--- src/rtl/core/dsv_pkg.sv ---
package dsv_pkg;

  localparam int unsigned CHAR_W    = 8;
  localparam int unsigned POS_W     = 4;
  localparam int unsigned YEAR_W    = 14;
  localparam int unsigned MONTH_W   = 7;
  localparam int unsigned DAY_W     = 7;
  localparam int unsigned MOD25_W   = 5;
  localparam int unsigned DIGIT_W   = 4;
  localparam int unsigned DIM_W     = 5;
  localparam int unsigned VERDICT_W = 3;

  localparam logic [YEAR_W-1:0]  YEAR_MIN       = 14'd2009;
  localparam logic [YEAR_W-1:0]  CUR_YEAR_RESET = 14'd2025;

  localparam logic [POS_W-1:0]   POS_DASH_MONTH = 4'd4;
  localparam logic [POS_W-1:0]   POS_DASH_DAY   = 4'd7;
  localparam logic [POS_W-1:0]   DATE_LEN       = 4'd10;
  localparam logic [POS_W-1:0]   POS_SAT        = 4'd11;

  localparam logic [CHAR_W-1:0]  CHAR_DASH = 8'h2D;
  localparam logic [CHAR_W-1:0]  CHAR_ZERO = 8'h30;
  localparam logic [CHAR_W-1:0]  CHAR_NINE = 8'h39;

  localparam logic [MONTH_W-1:0] MONTH_MIN = 7'd1;
  localparam logic [MONTH_W-1:0] MONTH_FEB = 7'd2;
  localparam logic [MONTH_W-1:0] MONTH_APR = 7'd4;
  localparam logic [MONTH_W-1:0] MONTH_JUN = 7'd6;
  localparam logic [MONTH_W-1:0] MONTH_SEP = 7'd9;
  localparam logic [MONTH_W-1:0] MONTH_NOV = 7'd11;
  localparam logic [MONTH_W-1:0] MONTH_MAX = 7'd12;

  localparam logic [DAY_W-1:0]   DAY_MIN   = 7'd1;
  localparam logic [DAY_W-1:0]   DAY_LIMIT = 7'd31;

  localparam logic [DIM_W-1:0]   DIM_SHORT = 5'd30;
  localparam logic [DIM_W-1:0]   DIM_LONG  = 5'd31;
  localparam logic [DIM_W-1:0]   DIM_FEB   = 5'd28;
  localparam logic [DIM_W-1:0]   DIM_LEAP  = 5'd29;

  typedef enum logic [VERDICT_W-1:0] {
    VERDICT_OK       = 3'd0,
    VERDICT_LENGTH   = 3'd1,
    VERDICT_DASH     = 3'd2,
    VERDICT_NONDIGIT = 3'd3,
    VERDICT_YEAR     = 3'd4,
    VERDICT_MONTH    = 3'd5,
    VERDICT_DAY      = 3'd6
  } verdict_t;

  typedef struct packed {
    logic [POS_W-1:0]   pos;
    logic [YEAR_W-1:0]  year;
    logic [MONTH_W-1:0] month;
    logic [DAY_W-1:0]   day;
    logic [MOD25_W-1:0] year_mod25;
    logic               dash_bad;
    logic               digit_bad;
  } scan_t;

  // (r * 10 + d) mod 25, quotient by reciprocal 41 / 1024, exact below 256
  function automatic logic [MOD25_W-1:0] mod25_step(logic [MOD25_W-1:0] r,
                                                     logic [DIGIT_W-1:0] d);
    logic [7:0]  v;
    logic [13:0] p;
    logic [3:0]  q;
    logic [7:0]  qm;
    logic [7:0]  rem;
    v   = {r, 3'b000} + {2'b00, r, 1'b0} + {4'b0000, d};
    p   = {6'b000000, v} * 14'd41;
    q   = p[13:10];
    qm  = {4'b0000, q} * 8'd25;
    rem = v - qm;
    return rem[MOD25_W-1:0];
  endfunction

  function automatic logic [DIM_W-1:0] month_days(logic [MONTH_W-1:0] m, logic leap);
    logic [DIM_W-1:0] dim;
    dim = DIM_LONG;
    if (m == MONTH_APR || m == MONTH_JUN || m == MONTH_SEP || m == MONTH_NOV) begin
      dim = DIM_SHORT;
    end else if (m == MONTH_FEB) begin
      dim = leap ? DIM_LEAP : DIM_FEB;
    end
    return dim;
  endfunction

endpackage

--- src/rtl/core/dsv_scan.sv ---
module dsv_scan import dsv_pkg::*; (
  input  logic              clk,
  input  logic              rst,
  input  logic              in_valid,
  output logic              in_ready,
  input  logic [CHAR_W-1:0] char_code,
  input  logic              last_char,
  output logic              fin_valid,
  input  logic              fin_ready,
  output scan_t             fin
);

  logic              s1_valid;
  logic [CHAR_W-1:0] s1_char;
  logic              s1_last;
  logic              s1_take;
  logic              fin_free;
  scan_t             st;
  scan_t             st_next;
  logic [CHAR_W-1:0] char_off;
  logic [DIGIT_W-1:0] digit;
  logic              is_digit;

  assign fin_free = !fin_valid || fin_ready;
  assign s1_take  = s1_valid && (!s1_last || fin_free);
  assign in_ready = !s1_valid || s1_take;

  assign char_off = s1_char - CHAR_ZERO;
  assign digit    = char_off[DIGIT_W-1:0];
  assign is_digit = (s1_char >= CHAR_ZERO) && (s1_char <= CHAR_NINE);

  always_comb begin
    st_next = st;
    if (st.pos == POS_DASH_MONTH || st.pos == POS_DASH_DAY) begin
      if (s1_char != CHAR_DASH) begin
        st_next.dash_bad = 1'b1;
      end
    end else if (st.pos < DATE_LEN) begin
      if (!is_digit) begin
        st_next.digit_bad = 1'b1;
      end else if (st.pos < POS_DASH_MONTH) begin
        st_next.year = {st.year[YEAR_W-4:0], 3'b000} + {st.year[YEAR_W-2:0], 1'b0}
                       + {{(YEAR_W-DIGIT_W){1'b0}}, digit};
        st_next.year_mod25 = mod25_step(st.year_mod25, digit);
      end else if (st.pos < POS_DASH_DAY) begin
        st_next.month = {st.month[MONTH_W-4:0], 3'b000} + {st.month[MONTH_W-2:0], 1'b0}
                        + {{(MONTH_W-DIGIT_W){1'b0}}, digit};
      end else begin
        st_next.day = {st.day[DAY_W-4:0], 3'b000} + {st.day[DAY_W-2:0], 1'b0}
                      + {{(DAY_W-DIGIT_W){1'b0}}, digit};
      end
    end
    if (st.pos < POS_SAT) begin
      st_next.pos = st.pos + 4'd1;
    end
  end

  always_ff @(posedge clk) begin
    if (rst) begin
      s1_valid  <= 1'b0;
      fin_valid <= 1'b0;
      st        <= '0;
    end else begin
      if (in_ready) begin
        s1_valid <= in_valid;
      end
      if (s1_take && s1_last) begin
        fin_valid <= 1'b1;
      end else if (fin_ready) begin
        fin_valid <= 1'b0;
      end
      if (s1_take) begin
        if (s1_last) begin
          st <= '0;
        end else begin
          st <= st_next;
        end
      end
    end
  end

  // hold the item payload and the finished record
  always_ff @(posedge clk) begin
    if (in_valid && in_ready) begin
      s1_char <= char_code;
      s1_last <= last_char;
    end
    if (s1_take && s1_last) begin
      fin <= st_next;
    end
  end

endmodule

--- src/rtl/core/dsv_judge.sv ---
module dsv_judge import dsv_pkg::*; (
  input  logic                 clk,
  input  logic                 rst,
  input  logic                 fin_valid,
  output logic                 fin_ready,
  input  scan_t                fin,
  input  logic [YEAR_W-1:0]    current_year,
  output logic                 out_valid,
  input  logic                 out_ready,
  output logic [VERDICT_W-1:0] verdict_code,
  output logic [YEAR_W-1:0]    year_value,
  output logic [MONTH_W-1:0]   month_value,
  output logic [DAY_W-1:0]     day_value
);

  verdict_t         verdict;
  logic             leap;
  logic             mod25_zero;
  logic [DIM_W-1:0] dim;

  assign fin_ready  = !out_valid || out_ready;
  assign mod25_zero = (fin.year_mod25 == '0);
  assign leap       = ((fin.year[1:0] == 2'b00) && !mod25_zero)
                   || ((fin.year[3:0] == 4'b0000) && mod25_zero);
  assign dim        = month_days(fin.month, leap);

  always_comb begin
    priority if (fin.pos != DATE_LEN) begin
      verdict = VERDICT_LENGTH;
    end else if (fin.dash_bad) begin
      verdict = VERDICT_DASH;
    end else if (fin.digit_bad) begin
      verdict = VERDICT_NONDIGIT;
    end else if (fin.year < YEAR_MIN || fin.year > current_year) begin
      verdict = VERDICT_YEAR;
    end else if (fin.month < MONTH_MIN || fin.month > MONTH_MAX) begin
      verdict = VERDICT_MONTH;
    end else if (fin.day < DAY_MIN || fin.day > {2'b00, dim}) begin
      verdict = VERDICT_DAY;
    end else begin
      verdict = VERDICT_OK;
    end
  end

  always_ff @(posedge clk) begin
    if (rst) begin
      out_valid <= 1'b0;
    end else if (fin_ready) begin
      out_valid <= fin_valid;
    end
  end

  always_ff @(posedge clk) begin
    if (fin_ready && fin_valid) begin
      verdict_code <= verdict;
      year_value   <= fin.year;
      month_value  <= fin.month;
      day_value    <= fin.day;
    end
  end

endmodule

--- src/rtl/core/date_string_validator_unit.sv ---
// Checks an ASCII date of the form YYYY-MM-DD sent one character per item, with
// last_char set on the final character, and returns one verdict item per string
// (0 ok, 1 length, 2 dash, 3 non-digit, 4 year, 5 month, 6 day, first failing
// check wins) together with the parsed year, month and day. A character is
// taken every cycle unless a last character waits on a full finished-record
// register. The character is registered at acceptance, the accumulator update
// loads the finished record from it, then the range and calendar checks load
// the output register. The accumulator update of one character per cycle
// sets the rate while no last character waits. current_year (reset 2025)
// bounds the accepted years from above; the user must write it through
// cfg_write_en / cfg_write_data only while no string is in flight; not enforced.
module date_string_validator_unit import dsv_pkg::*; (
  input  logic                 clk,
  input  logic                 rst,
  input  logic                 cfg_write_en,
  input  logic [YEAR_W-1:0]    cfg_write_data,
  input  logic                 in_valid,
  output logic                 in_ready,
  input  logic [CHAR_W-1:0]    char_code,
  input  logic                 last_char,
  output logic                 out_valid,
  input  logic                 out_ready,
  output logic [VERDICT_W-1:0] verdict_code,
  output logic [YEAR_W-1:0]    year_value,
  output logic [MONTH_W-1:0]   month_value,
  output logic [DAY_W-1:0]     day_value
);

  logic [YEAR_W-1:0] current_year;
  logic              fin_valid;
  logic              fin_ready;
  scan_t             fin;

  always_ff @(posedge clk) begin
    if (rst) begin
      current_year <= CUR_YEAR_RESET;
    end else if (cfg_write_en) begin
      current_year <= cfg_write_data;
    end
  end

  dsv_scan u_scan (
    .clk       (clk),
    .rst       (rst),
    .in_valid  (in_valid),
    .in_ready  (in_ready),
    .char_code (char_code),
    .last_char (last_char),
    .fin_valid (fin_valid),
    .fin_ready (fin_ready),
    .fin       (fin)
  );

  dsv_judge u_judge (
    .clk          (clk),
    .rst          (rst),
    .fin_valid    (fin_valid),
    .fin_ready    (fin_ready),
    .fin          (fin),
    .current_year (current_year),
    .out_valid    (out_valid),
    .out_ready    (out_ready),
    .verdict_code (verdict_code),
    .year_value   (year_value),
    .month_value  (month_value),
    .day_value    (day_value)
  );

`ifndef SYNTHESIS
  a_ready_when_empty: assert property (@(posedge clk) disable iff (rst)
    !out_valid |-> in_ready)
    else $error("input stalled with empty output register");

  a_ok_fields: assert property (@(posedge clk) disable iff (rst)
    (out_valid && verdict_code == VERDICT_OK) |->
      (year_value >= YEAR_MIN && month_value >= MONTH_MIN && month_value <= MONTH_MAX
       && day_value >= DAY_MIN && day_value <= DAY_LIMIT))
    else $error("ok verdict with out-of-range fields");

  a_no_result_after_reset: assert property (@(posedge clk)
    $past(rst) |-> !out_valid)
    else $error("result item present straight after reset");

  a_verdict_range: assert property (@(posedge clk) disable iff (rst)
    out_valid |-> (verdict_code <= VERDICT_DAY))
    else $error("verdict code out of range");
`endif

endmodule
--- config.mk ---
export PLATFORM = sky130hd
export DESIGN_NAME = date_string_validator_unit
export DESIGN_NICKNAME = d
export VERILOG_FILES = /design/src/rtl/core/dsv_pkg.sv /design/src/rtl/core/dsv_scan.sv /design/src/rtl/core/dsv_judge.sv /design/src/rtl/core/date_string_validator_unit.sv
export SDC_FILE = /design/constraint.sdc
export NUM_CORES = 1
export LEC_CHECK = 0
export ABC_AREA = 0
export ABC_CLOCK_PERIOD_IN_PS = 7100
export BUFFER_PORTS_ARGS = -buffer_cell sky130_fd_sc_hd__buf_2
export CAP_MARGIN = 20
export CORE_ASPECT_RATIO = 2
export CORE_MARGIN = 10
export CORE_UTILIZATION = 60
export DETAILED_ROUTE_END_ITERATION = 6
export GPL_TIMING_DRIVEN = 0
export PLACE_DENSITY_LB_ADDON = 0.25
export SETUP_SLACK_MARGIN = 0.4
export SLEW_MARGIN = 30
export SYNTH_ARGS = -nofsm -noshare
export SYNTH_HDL_FRONTEND = slang
export SYNTH_SLANG_ARGS = --single-unit
--- constraint.sdc ---
create_clock -name clk -period 7.1 [get_ports clk]
set_input_delay 1.42 -clock clk [delete_from_list [all_inputs] [get_ports clk]]
set_output_delay 1.42 -clock clk [all_outputs]
set_load 0.01 [all_outputs]
Word level (Yosys, flattened, before mapping)

Cells that the tools add are included.
Widths: inputs -> output; s select.

Output and inout bits: 33
Register bits after elaboration: 135
Input port bits: 28
Word-level logic and storage cells: 113

$mul: 2
Equal/unequal tests: 9
Multiplexer cells: 25
Reduce and logical (&&, ||, !) cells: 29
Order comparisons: 12
Add/sub/neg operators: 11

Operators by type and width:

| kind                 | count |
|---|---|
| $mux 33              | 3 |
| $mux 39              | 1 |
| $mux 14              | 2 |
| $mux 5               | 3 |
| $add 14x14->14       | 1 |
| $add 14x4->14        | 1 |
| $add 7x4->7          | 2 |
| $add 7x7->7          | 2 |
| $eq 7x3->1 const B   | 2 |
| $eq 7x4->1 const B   | 2 |
| $gt 14x14->1         | 1 |
| $lt 14x11->1 const B | 1 |
| $lt 7x1->1 const B   | 2 |
| $mul 8x6->14 const B | 1 |
| $mux 7               | 2 |
| $logic_or 1x1->1     | 12 |
| $mux 3               | 3 |
| $add 8x4->8          | 1 |
| $add 8x6->8          | 1 |
| $eq 4x3->1 const B   | 2 |
| $ge 8x6->1 const B   | 1 |
| $le 8x6->1 const B   | 1 |
| $lt 4x3->1 const B   | 2 |
| $lt 4x4->1 const B   | 2 |
| 19 further kinds     | 37 |

Logic depth before layout (Yosys ltp)

Word-level depth: 14
Depth in mapped cells: 25

Hierarchy

A second synthesis with hierarchy kept.

Cell total of the unflattened synthesis: 662
Area, all modules: 7,663.6 um2

Modules (own cells, without submodules):

| module                     | cells an instance | area an instance (um2) | sequential area each (um2) | times used |
|---|---|---|---|---|
| dsv_scan                   | 492               | 5,537.8                | 2,262.2                    | 1 |
| dsv_judge                  | 125               | 1,595.3                | 950.9                      | 1 |
| date_string_validator_unit | 45                | 530.5                  | 280.3                      | 1 |

Worst setup path after synthesis

Ideal clock, no wire load.

Kind: register -> register
Start: register u_scan.s1_char[3]
End: register, netlist name u_scan.fin[6]
Buffers on the path: 0
Slack: 0.544 ns
Data arrival time: 6.421 ns
Clock period less this slack: 6.556 ns
Setup time: 0.135 ns
Cell stages (with the launch flop): 22
Path through: edfxtp_1 -> inv_1 -> fa_1 -> fa_1 -> xnor2_1 -> ha_1 -> ha_1 -> xnor3_1 -> ha_1 -> ha_1 -> o21ai_0 -> o2bb2ai_1 -> nor2_1 -> xnor2_1 -> ha_1 -> fa_1 -> fa_1 -> nor2b_4 -> nor3b_4 -> xnor3_1 -> or4_1 -> nand3_1

RTL lines:

| item                   | line           | RTL |
|---|---|---|
| start, declared        | dsv_scan.sv:14 | `logic [CHAR_W-1:0] s1_char;` |
| start signal, assigned | dsv_scan.sv:85 | `s1_char <= char_code;` |

==> impl_results.md <==
* Antenna cell count at 0
* GR Overflow Total at 0
* Worst Hold Class: reg -> reg
* Number of nets in the layout at about 940
* WHS Path Cells at 0
* Global placement routability congestion at a little under 0.9
* Total wirelength of the detailed-routed design at around 19000 um
* Share of the cycle needed by the critical path after routing at between 90% and 100%
* Pwr/cell area at 213.3 mW/mm^2
* Clock period minus worst slack at roughly 6400 ps
* Worst setup timing slack at the placement stage at -352.6 ps
* Layout-stage area growth over the synthesis result at 16.96%
* 1st-pass router iterations at 5
* Detail Placement HPWL at about 15000 um
* Proportion of power drawn by combinational gates at approximately 7.7%
* Chip height at ~180 um
* Fraction of final layout cells sized beyond drive strength 1 at ~17%
* Share of flip-flops with an asynchronous set or reset at 0%
* Maximum number of pins on one net before global-route repair at 21
* Critical path required time at approximately 7400 ps
* Final critical-path setup slack at around 650 ps
* Final setup violation count at 0
* Internal power of the cells at approximately 1500 uW
* Clock tree root buffer cell: sky130_fd_sc_hd__clkbuf_16
* Count of hold-fix buffers inserted at cts at 0
* Number of instances in the synthesized netlist at approximately 720
* Final core utilization at about 71%
* Buffers on Ports at 59
* Most used DFF post-synth: sky130_fd_sc_hd__edfxtp_1
* Effective utilization at floorplan at between 60% and 70%
* Clock power share at about 49%
* Syn Nets at between 800 and 900
* Leak at roughly 0.0041 uW
* CP Class: reg -> reg
* Category of the worst setup path capture point: register
* Longest Clk Path Bufs at 2
* Worst Max-Slew Pin Slew at just over 800 ps
* GRT Overall Usage at about a fifth
* Detailed-route vias per instance at between 6 and 7
* Max-slew headroom at the worst pin at about 45%
* Largest fanout of any net on the critical path at 7
* Num rows at slightly below 60
* Clk_lat worst skew at between 400 and 500 ps
* # IOs at approximately 60
* Total Power Consumption at between 1500 and 2000 uW
* Worst Reg2Reg Path Length in Cells at 23
* Portion of total power attributed to sequential cells at 43.7%
* Final non-filler cell total at between 900 and 1k
* Routed WL per cell at between 15 and 20 um
* Via count of the first global-routing pass at between 6k and 7k
* Peak ir drop on the vdd network at about 0.29 mV
* Endpoints failing hold at 0
* Unique masters post-synth at 66
* Largest clock skew in the final design at 8.450 ps
* First-pass GRT wire length at between 30000 and 40000 um
* Floorplan die area at ~0.018 sq mm
* Met2 Resource Use GR at 38.34%
* Initial antenna violation count at 0
* Number of vias after detailed routing at approximately 6.0k
* Final ANT Viol Nets at 0
* Die outline width at a little over 100 um
* Seq cells post-synth at about 140
* CTS HTree Levels at 4
* Top achievable clock speed at roughly 160 MHz
* Mean instance size in the synthesized netlist at approximately 11 sq um
* Total clock buffers created by CTS at 17
* Count of flip-flops with a built-in enable after synthesis at between 70 and 80
* Standard cell core area at 0.01292 sq mm
* Sequential element share of the synthesized area at 44.30%
* Sum of negative setup slack at 0 ps
* Crit start category: register
* Pins Over Slew Limit at 0
* GRT Max-Usage Layer: met2
* Max Cap Viol at 0
* Critical path data arrival time at just under 7000 ps
* Run status: complete, no violations
* Worst-path clk slew at ~60 ps
* Synth Warn # at 0
* Cell total after placement at between 900 and 1k
* Net switching power at between 400 and 500 uW
* TritonCTS clock tree: built
* GRT met3 Usage at under 10%
* Setup repair after global routing missed its margin: no
* Cell area after synthesis at 0.007885 sq mm
* Switching part of the total power at between 20% and 30%
* Iteration-0 DRC Markers at 345
* Sink Count at 135
* Final routed DRC violation total at 0
* Met1 track utilization from global routing at about 20%
[placed cells by master, fill, tap and decap left out, types with 11 or more instances in the layout]
| master | count |
|---|---|
| sky130_fd_sc_hd__xnor2_1 | 15 |
| sky130_fd_sc_hd__edfxtp_1 | 79 |
| sky130_fd_sc_hd__dfxtp_1 | 56 |
| sky130_fd_sc_hd__mux2_2 | 13 |
| sky130_fd_sc_hd__nand3_1 | 13 |
| sky130_fd_sc_hd__buf_2 | 61 |
| sky130_fd_sc_hd__inv_1 | 56 |
| sky130_fd_sc_hd__a22o_1 | 21 |
| sky130_fd_sc_hd__o211ai_1 | 11 |
| sky130_fd_sc_hd__nand2_1 | 60 |
| sky130_fd_sc_hd__o31ai_1 | 15 |
| sky130_fd_sc_hd__nor2_1 | 30 |
| sky130_fd_sc_hd__ha_1 | 96 |
| sky130_fd_sc_hd__a21o_1 | 13 |
| sky130_fd_sc_hd__clkbuf_16 | 17 |
| sky130_fd_sc_hd__o21ai_0 | 27 |
| sky130_fd_sc_hd__xor2_1 | 11 |
| sky130_fd_sc_hd__clkbuf_1 | 16 |
| sky130_fd_sc_hd__a21oi_1 | 27 |
[worst paths after layout]
| check | startpoint | endpoint | slack (ps) |
|---|---|---|---|
| worst max-delay path | u_scan.s1_char[3] | u_scan.fin[6] | 650 |
| worst max register to register | u_scan.s1_char[3] | u_scan.fin[6] | 650 |
| worst min-delay path | u_scan.fin[18] | u_judge.month_value[4] | 460 |
| worst min register to register | u_scan.fin[18] | u_judge.month_value[4] | 460 |
[power by group through the flow]
stage	clock (uW)	sequential, uW	combinational, uW
6_report	955	860	152
5_1_grt	990	862	169
4_1_cts	959	860	149
3_5_place_dp	0	878	143
3_3_place_gp	0	878	132
2_1_floorplan	0	875	92.1
[critical path, stage by stage (launching register included)]
cell	delay, ps
sky130_fd_sc_hd__edfxtp_1	400
sky130_fd_sc_hd__inv_1	80
sky130_fd_sc_hd__fa_1	600
sky130_fd_sc_hd__inv_1	60
sky130_fd_sc_hd__ha_1	290
sky130_fd_sc_hd__a21o_1	210
sky130_fd_sc_hd__a21oi_4	210
sky130_fd_sc_hd__o21ai_1	140
sky130_fd_sc_hd__a21oi_2	190
sky130_fd_sc_hd__xnor2_1	150
sky130_fd_sc_hd__ha_1	260
sky130_fd_sc_hd__ha_1	300
sky130_fd_sc_hd__ha_1	310
sky130_fd_sc_hd__ha_2	380
sky130_fd_sc_hd__inv_1	120
sky130_fd_sc_hd__o31ai_4	310
sky130_fd_sc_hd__xor2_2	190
sky130_fd_sc_hd__fa_1	480
sky130_fd_sc_hd__fa_2	450
sky130_fd_sc_hd__nor2b_4	140
sky130_fd_sc_hd__nor3b_4	50
sky130_fd_sc_hd__xnor3_2	400
sky130_fd_sc_hd__or4_1	520
sky130_fd_sc_hd__nand3_1	80
[cell type report]
cell class	count	area (sq um)
inverter	56	210.2
timing repair buffer	67	395.4
tap	152	190.2
buffer	20	77.57
clock buffer	17	425.4
clock inverter	15	216.5
multi-input combinational	506	4214
sequential	135	3493
fill	918	3696
[flip-flops by register name (all words and copies together) (netlist names)]
name                  cells
u_scan.fin               39
u_scan.st                39
current_year             14
u_judge.year_value       14
u_scan.s1_char            8
u_judge.day_value         7
u_judge.month_value       7
u_judge.verdict_code      3
u_judge.out_valid         1
u_scan.fin_valid          1
u_scan.s1_last            1
u_scan.s1_valid           1
[layer usage]
layer	vias up	wire, um
li1	2850	-
met1	2914	6736
met2	194	10560
met3	71	788
met4	0	1096
met5	-	0
[cell usage after synthesis (9+ instances only)]
library cell / n / share of area [%]
sky130_fd_sc_hd__ha_1: 97 / 15
sky130_fd_sc_hd__nor2b_1: 10 / 0.79
sky130_fd_sc_hd__xnor2_1: 18 / 2.0
sky130_fd_sc_hd__o211ai_1: 11 / 1.0
sky130_fd_sc_hd__xor2_1: 13 / 1.4
sky130_fd_sc_hd__o31ai_1: 16 / 1.5
sky130_fd_sc_hd__fa_1: 11 / 2.8
sky130_fd_sc_hd__a21oi_1: 29 / 1.8
sky130_fd_sc_hd__nand2_1: 60 / 2.9
sky130_fd_sc_hd__inv_1: 56 / 2.7
sky130_fd_sc_hd__a21o_1: 13 / 1.2
sky130_fd_sc_hd__nor3_1: 9 / 0.57
sky130_fd_sc_hd__dfxtp_1: 56 / 14
sky130_fd_sc_hd__nand3_1: 13 / 0.83
sky130_fd_sc_hd__edfxtp_1: 79 / 30
sky130_fd_sc_hd__mux2_2: 13 / 1.9
sky130_fd_sc_hd__o21ai_0: 30 / 1.9
sky130_fd_sc_hd__nor2_1: 31 / 1.5
sky130_fd_sc_hd__a22o_1: 21 / 2.3
sky130_fd_sc_hd__clkbuf_1: 16 / 0.76
[repair_timing]
action,4_1_cts,5_1_grt
setup buffers,5,1
gates resized for setup,6,13
setup endpoints to repair,6,2
pin swaps,3,3
[cell families after synthesis]
family | count (synthesis) | share of synthesized area (%)
AOI/OAI and AO/OA | 174 | 15.74
and+or+nand+nor | 169 | 10.95
DFF | 135 | 44.30
adders and majority gates | 108 | 18.18
buffers and inverters | 76 | 3.650
xor gates and xnor gates | 34 | 4.300
muxes | 21 | 2.872
[through the flow]
step | hold WS [ps] | area (sq um)
final | 456.7 | 9223
after global routing | 472.1 | 9223
after CTS | 457.5 | 9165
after detailed placement | 444.9 | 8451
after global placement | 432.6 | 8371
after floorplan | 426.4 | 7885
(Power assumes the default switching activity.)
